$ cat src/sv/cbz_round_sat.sv
// Divide by a power of two rounding half up, then clip to the output width.
`timescale 1ns / 1ps

module cbz_round_sat #(
    parameter int IN_W  = 80,
    parameter int SHIFT = 48,
    parameter int OUT_W = 32
) (
    input  logic signed [IN_W-1:0] value_in,
    output logic [OUT_W-1:0]       value_out,
    output logic                   clipped
);

    localparam int EW = IN_W + 1;

    localparam logic signed [EW-1:0] HALF =
        {{(EW-SHIFT){1'b0}}, 1'b1, {(SHIFT-1){1'b0}}};
    localparam logic signed [EW-1:0] MAXV =
        {{(EW-OUT_W+1){1'b0}}, {(OUT_W-1){1'b1}}};
    localparam logic signed [EW-1:0] MINV =
        {{(EW-OUT_W+1){1'b1}}, {(OUT_W-1){1'b0}}};
    localparam logic [OUT_W-1:0] OUT_MAX = {1'b0, {(OUT_W-1){1'b1}}};
    localparam logic [OUT_W-1:0] OUT_MIN = {1'b1, {(OUT_W-1){1'b0}}};

    logic signed [EW-1:0] rounded;
    logic signed [EW-1:0] shifted;
    logic                 above;
    logic                 below;

    always_comb
    begin
        rounded = EW'(value_in) + HALF;
        shifted = rounded >>> SHIFT;
        above   = shifted > MAXV;
        below   = shifted < MINV;
        clipped = above || below;
        if (above)
        begin
            value_out = OUT_MAX;
        end
        else if (below)
        begin
            value_out = OUT_MIN;
        end
        else
        begin
            value_out = shifted[OUT_W-1:0];
        end
    end

endmodule

$ cat config.mk
export PLATFORM = sky130hd
export DESIGN_NAME = cbz_round_sat
export DESIGN_NICKNAME = d
export VERILOG_FILES = /design/src/sv/cbz_round_sat.sv
export SDC_FILE = /design/constraint.sdc
export NUM_CORES = 1
export LEC_CHECK = 0
export ABC_AREA = 1
export BUFFER_PORTS_ARGS = -buffer_cell sky130_fd_sc_hd__buf_2
export CORE_UTILIZATION = 43
export DETAILED_ROUTE_END_ITERATION = 6
export PLACE_DENSITY = 0.9
export SETUP_SLACK_MARGIN = 0.3
export SLEW_MARGIN = 20
export SYNTH_ARGS = -nofsm -noshare
export SYNTH_HDL_FRONTEND = slang
export SYNTH_SLANG_ARGS = --single-unit
$ cat constraint.sdc
create_clock -name vclk -period 2.2
set_clock_uncertainty 0.15 [all_clocks]
set_input_delay 0.11 -clock vclk [all_inputs]
set_output_delay 0.11 -clock vclk [all_outputs]
set_load 0.02 [all_outputs]
==> flow_metrics.env <==
export IMPL_violations="design-rule violations"
export IMPL_cp_end_kind="output port"
export IMPL_dr_pass1_iters=6
export IMPL_postCtsHoldBufs=0
export IMPL_drv_cap=0
export IMPL_worstHoldPathType="input pin to output port"
export IMPL_worstPathArrival_ps=1570
export IMPL_yosys_area_top_type="nand2_1"
export IMPL_gp_congestion=0.9174
export IMPL_synthCells=262
export IMPL_synth_cell_type_count=20
export IMPL_core_sq_mm=0.002805
export IMPL_cp_max_fo=8
export IMPL_setup_viol=0
export IMPL_crit_type="input pin to output port"
export IMPL_syn_area_per_cell_sq_um=4.933
export IMPL_slowest_stage="nand2_4"
export IMPL_min_path_cells=4
export IMPL_row_count=19
export IMPL_crit_family="simple AND/OR/NAND/NOR gates"
export IMPL_ant_nets=0
export IMPL_finalCritPeriodShare_pct=83.24
export IMPL_port_buffers=66
export IMPL_wl_per_cell_microns=12.60
export IMPL_yosysSeqAreaShare_pct=0
export IMPL_track_usage_pct=26.61
export IMPL_netlist_area_sq_mm=0.001292
export IMPL_synth_most_common_cell="nand2_1"
export IMPL_p_per_area_mw_per_mm2=166.5
export IMPL_grt_max_degree=17
export IMPL_seqCellArea_sq_um=0
export IMPL_antenna_found_initial=0
export IMPL_hold_violations=0
export IMPL_fp_dieW_microns=56.83
export IMPL_vias=1811
export IMPL_relSlewSlack_pct=73.46
export IMPL_final_nets=416
export IMPL_place_area_sq_mm=0.001617
export IMPL_worstMarginPinSlew_ps=396.6
export IMPL_fill_cells=287
export IMPL_crit_path_cell_trace="clkbuf_4, ha_4, nand2_2, nor2_4, nand2_4, nor2_4, nand3_2, nand2_4, nand3_4, nand2_1, buf_2"
export IMPL_slew_viol_final=0
export IMPL_syn_to_final_growth_pct=38.04
export IMPL_grt_pass1_wl_mm=6.948
export IMPL_finalSetupTns_ps=0
export IMPL_fmax_mhz=546.1
export IMPL_start_util_pct=46.07
export IMPL_drt_iter0_markers=124
export IMPL_routed_wl_mm=4.587
export IMPL_nClkBuffers=0
export IMPL_required_ps=1940
export IMPL_dieHeight_microns=56.83
export IMPL_n_antenna_cell=0
export IMPL_worst_path_stages=11
export IMPL_overflow=0
export IMPL_ir_drop_v=0.00009056
export IMPL_seq_cells=0
export IMPL_outcome="finished, violations left"
export IMPL_start_kind="input pin"
export IMPL_yosys_warnings=0
export IMPL_path_buf_inv=2
export IMPL_layout_drive_gt1_share_pct=34.23
export IMPL_drcViolationCount=12
export IMPL_ios=113
export IMPL_vias_per_cell=4.975
export IMPL_die_area_sq_mm=0.003229
export IMPL_synth_top_area_share_pct=34.27
export IMPL_yosys_top_cells_area="nand2_1, nor2_1, inv_1"
export IMPL_synth_fp_nets=343
export IMPL_rsz0062_at_grt="no"
export IMPL_final_cell_area_sq_mm=0.001784
export IMPL_dp_hpwl_mm=3.243
export IMPL_synthTopCellsByCount="nand2_1, nor2_1, inv_1"
export IMPL_leakagePower_uw=0.0009413
export IMPL_grt_pass1_vias=1518
export IMPL_period_needed_ps=1831
export IMPL_cpPeakStageDelay_ps=170
-- final cells by class --
cell class                      instances  area [sq um]  share of cell area (%)
Timing Repair Buffer                   71         380.4                   21.32
Tap cell                               31         38.79                   2.174
Inverter                               28         105.1                   5.891
Multi-Input combinational cell        234          1260                   70.62
-- placed cells by master, fill, tap and decap left out, types with 8 or more instances in the layout --
cell type | netlist | routed
buf_4 | 0 | 9
nor2_2 | 8 | 8
buf_2 | 0 | 61
nand3_1 | 10 | 9
inv_1 | 25 | 25
nand2_1 | 118 | 116
nand2_2 | 15 | 15
xor2_1 | 9 | 9
nor2_1 | 33 | 32
xnor2_1 | 10 | 10
-- timing repair --
action / CTS / global route
endpoints found under the setup margin: 32 / 32
pin swaps: 2 / 9
hold endpoints to repair: 0 / 0
gates resized for setup: 5 / 14
buffers inserted: 1 / 4
cloned: 3 / 1
-- cells by family after synthesis --
family	after synthesis	synth area share (%)
AND/OR/NAND/NOR	209	73.96
buffers and inverters	32	11.62
XOR/XNOR	19	12.88
AO/OA/AOI/OAI	1	0.5810
adder cells (fa/ha/maj)	1	0.9679
-- layer usage --
metal  wire, microns  share of wire, %  track usage (%)
met4              27              0.59            3.136
met1            1970                43            37.77
met5               0                 0                0
met3             546                12           0.4608
met2            2043                45            46.09
-- report_power, final --
| part | internal, uW | leakage, uW | switching [uW] | total, uW |
|---|---|---|---|---|
| Combinational | 105 | 0.000941 | 192 | 297 |
| Clock | 0 | 0 | 0 | 0 |
| Sequential | 0 | 0 | 0 | 0 |
| Total | 105 | 0.000941 | 192 | 297 |
-- final timing paths --
path,startpoint,slack [ps],endpoint
hold / removal,value_in[71],460,value_out[23]
setup / recovery,value_in[47],370,value_out[18]
-- per-stage QoR --
step                worst slack (ps)  power [uW]  instances  util [%]  hold WS (ps)
floorplan                      629.7       169.9        262         -         237.5
CTS                            300.1       284.3        359     60.21         457.0
global placement               168.3       267.9        355     57.63         449.1
finish                         368.8       297.0        364     63.60         459.0
global route                   284.0       323.4        364     63.60         483.3
detailed placement             127.9       270.0        355     57.63         451.0
Power figures use the tool's default switching activity.
