## src/sv/cbz_lerp.sv

```systemverilog
// Registered exact integer interpolation u*a + t*b with u + t = 2^F.
`timescale 1ns / 1ps

module cbz_lerp #(
    parameter int IN_W = 32,
    parameter int F    = 16
) (
    input  logic                   clk,
    input  logic                   load,
    input  logic signed [IN_W-1:0] a_val,
    input  logic signed [IN_W-1:0] b_val,
    input  logic [F:0]             t_val,
    input  logic [F:0]             u_val,
    output logic signed [IN_W+F-1:0] q_val
);

    localparam int PW = IN_W + F + 2;

    logic signed [F+1:0]        t_s;
    logic signed [F+1:0]        u_s;
    logic signed [PW-1:0]       ua;
    logic signed [PW-1:0]       tb;
    logic signed [PW-1:0]       sum;
    logic signed [IN_W+F-1:0]   q_reg;

    assign t_s = signed'({1'b0, t_val});
    assign u_s = signed'({1'b0, u_val});

    always_comb
    begin
        ua  = PW'(a_val) * PW'(u_s);
        tb  = PW'(b_val) * PW'(t_s);
        sum = ua + tb;
    end

    // The weights sum to 2^F, so the result lies between a and b scaled by 2^F.
    always_ff @(posedge clk)
    begin
        if (load)
        begin
            q_reg <= sum[IN_W+F-1:0];
        end
    end

    assign q_val = q_reg;

endmodule

```

## config.mk

```make
export PLATFORM = sky130hd
export DESIGN_NAME = cbz_lerp
export DESIGN_NICKNAME = d
export VERILOG_FILES = /design/src/sv/cbz_lerp.sv
export SDC_FILE = /design/constraint.sdc
export NUM_CORES = 2
export LEC_CHECK = 0
export BUFFER_PORTS_ARGS = -buffer_cell sky130_fd_sc_hd__buf_2
export CORE_UTILIZATION = 55
export CTS_BUF_LIST = sky130_fd_sc_hd__clkbuf_16
export CTS_CLUSTER_DIAMETER = 40
export CTS_CLUSTER_SIZE = 14
export DETAILED_ROUTE_END_ITERATION = 16
export HOLD_SLACK_MARGIN = 0.12
export PLACE_DENSITY = 0.76
export SYNTH_ARGS = -nofsm -noshare
export SYNTH_HDL_FRONTEND = slang
export SYNTH_SLANG_ARGS = --single-unit
```

## constraint.sdc

```tcl
create_clock -name clk -period 8.4 [get_ports clk]
set_input_delay 0.84 -clock clk [delete_from_list [all_inputs] [get_ports clk]]
set_output_delay 0.84 -clock clk [all_outputs]
set_load 0.03 [all_outputs]
```

==> flow_metrics.env <==
export IMPL_synth_area_leaders="fa_1, and2_1, inv_1"
export IMPL_hold_viol=0
export IMPL_grt_pass1_vias=30300
export IMPL_antenna_found_initial=1
export IMPL_max_slew_worst_pin_slew_ns=0.769
export IMPL_dr_total_vias=26700
export IMPL_synth_xor_area_share_pct=1.60
export IMPL_fin_cells=5032
export IMPL_synth_simple_gate_area_share_pct=16.1
export IMPL_cts_root_buf="clkbuf_16"
export IMPL_die_h_um=268
export IMPL_rows=96
export IMPL_synth_cells=4057
export IMPL_core_area_um2=69200
export IMPL_criticalPathCategory="in -> reg"
export IMPL_path_clk_slew_ns=0.08
export IMPL_initial_utilization_pct=56.1
export IMPL_synth_most_common_cell="inv_1"
export IMPL_drt_wl_total_um=97200
export IMPL_avgSynthCellArea_um2=9.56
export IMPL_vias_per_cell=5.31
export IMPL_finalNetCount=5499
export IMPL_drtIter0Drc=1509
export IMPL_synth_compound_area_share_pct=2.55
export IMPL_drv_slew=0
export IMPL_cp_max_fo=23
export IMPL_yosysTopAreaCell="fa_1"
export IMPL_overflow=0
export IMPL_place_congestion=0.968
export IMPL_htreeDepth=2
export IMPL_clockBufferDepth=2
export IMPL_synth_mux_area_share_pct=0.0516
export IMPL_slew_limit_headroom_pct=48.7
export IMPL_synth_adder_area_share_pct=63.2
export IMPL_antenna_cells=0
export IMPL_grt_use_total_pct=29.2
export IMPL_yosys_top_cells_count="inv_1, fa_1, and2_1"
export IMPL_cp_start_kind="input pin"
export IMPL_clock_fmax_mhz=123
export IMPL_dp_hpwl_um=84400
export IMPL_ios=148
export IMPL_drt_pass1_iterations=5
export IMPL_drcViolationCount=0
export IMPL_dp_cells=5023
export IMPL_hold_class="in -> reg"
export IMPL_wl_per_cell_um=19.3
export IMPL_cts_sinks=48
export IMPL_maxCapViolCount=0
export IMPL_synth_top_cell_area_share_pct=56.8
export IMPL_status="finished, final reports clean"
export IMPL_grt_max_degree=48
export IMPL_area_delta_synth_final_pct=5.03
export IMPL_drtAntennaViolNets=0
export IMPL_largest_reg_flops=48
export IMPL_worst_setup_path_end_kind="register"
export IMPL_synthArstFlopShare_pct=0
export IMPL_netlist_area_um2=38800
export IMPL_cts_tree="yes"
export IMPL_ys_flop_type="edfxtp_1"
export IMPL_grt_pass1_wl_um=159000
export IMPL_synth_seq_cells=48
export IMPL_synth_seq_area_share_pct=3.72
export IMPL_timing_final_crit_share_pct=96.6
export IMPL_die_w_um=268
export IMPL_synth_warnings=0
export IMPL_synth_edf_count=48
export IMPL_finalSetupViolations=0
export IMPL_synth_top_family_by_area="adder cells"
export IMPL_synth_nets=5456
export IMPL_crit_required_ns=8.46
export IMPL_cp_arrival_ns=8.18
export IMPL_numPortBuffers=147
export IMPL_drive_gt1_share_pct=5.66
export IMPL_die_area_um2=71600
export IMPL_ys_types=48
export IMPL_finalCriticalPeriod_ns=8.12
export IMPL_numCtsBuffers=5
-- metal layers --
| metal | track usage [%] | up-vias | share of wire (%) |
|---|---|---|---|
| met5 | 0 | - | 0.017 |
| met2 | 53.7 | 896 | 54 |
| met4 | 16.8 | 2 | 6.7 |
| li1 | - | 11400 | - |
| met3 | 3.37 | 317 | 4.8 |
| met1 | 32.6 | 14100 | 34 |
-- worst max-delay path, cell delays in order --
cell and delay [ns]:
buf_2 0.41, nand2_1 0.13, fa_1 0.54, fa_1 0.46
fa_1 0.57, fa_1 0.53, fa_1 0.53, inv_1 0.06
fa_1 0.49, fa_1 0.49, inv_1 0.05, fa_1 0.49
inv_1 0.05, ha_2 0.39, nand3_1 0.18, o22ai_1 0.19
a41o_1 0.21, a211oi_2 0.07, o41ai_4 0.47, a41oi_2 0.24
buf_4 0.22, o2bb2ai_2 0.19, mux2i_1 0.22, nand4b_1 0.13
-- placed cells by master (no fill, tap or decap), drive strengths merged, types with 3 or more instances in the layout --
cell type and n:
a21oi 45, nor3 6, and2 691, and3 4, ha 198, nand3 6
edfxtp 48, xnor2 56, o21a 8, a21o 34, inv 1146, o211ai 3
fa 1101, nand4 8, buf 207, clkbuf 9, o21bai 5, a211oi 6
a31oi 5, o21ai 21, nand2b 4, nor2 32, xor2 15, nand2 414
-- worst paths after layout --
kind	start	to	slack, ns	depth (start not counted)
hold / removal	load	q_val[45]	0.79	1
setup / recovery	u_val[2]	q_val[44]	0.28	24
-- logic make-up after synthesis --
logic type	Yosys count
compound gates	143
xor+xnor	71
fa+ha+maj	1299
buf+inv	1320
flops	48
mux	2
simple gates	1174
-- timing repair --
item | 4_1_cts | 5_1_grt
resized for setup | 0 | 8
setup endpoints to repair | 0 | 9
hold buffers | 0 | 0
setup buffers | 0 | 1
-- stage by stage --
step	hold slack, ns	util, %	instance area [µm²]	setup TNS (ns)	setup slack (ns)
2_1_floorplan	0.952	-	38800	0	0.839
4_1_cts	0.780	58.8	40700	0	0.149
5_1_grt	0.769	58.9	40700	-0.00955	-0.00529
3_3_place_gp	1.12	58.5	40500	-0.147	-0.0581
3_5_place_dp	1.12	58.5	40500	-0.741	-0.161
6_report	0.786	58.9	40700	0	0.282
-- final cells by class --
| class | count | area (µm²) |
|---|---|---|
| timing repair buffer | 211 | 1230 |
| tap | 931 | 1160 |
| multi-input combinational | 2689 | 32400 |
| clock inverter | 3 | 68.8 |
| inverter | 1145 | 4300 |
| sequential | 48 | 1440 |
| clock buffer | 5 | 125 |
| fill | 5957 | 28500 |
Power is not shown: default switching activity piles up to over one toggle a cycle in this logic, so the estimate is an artifact.
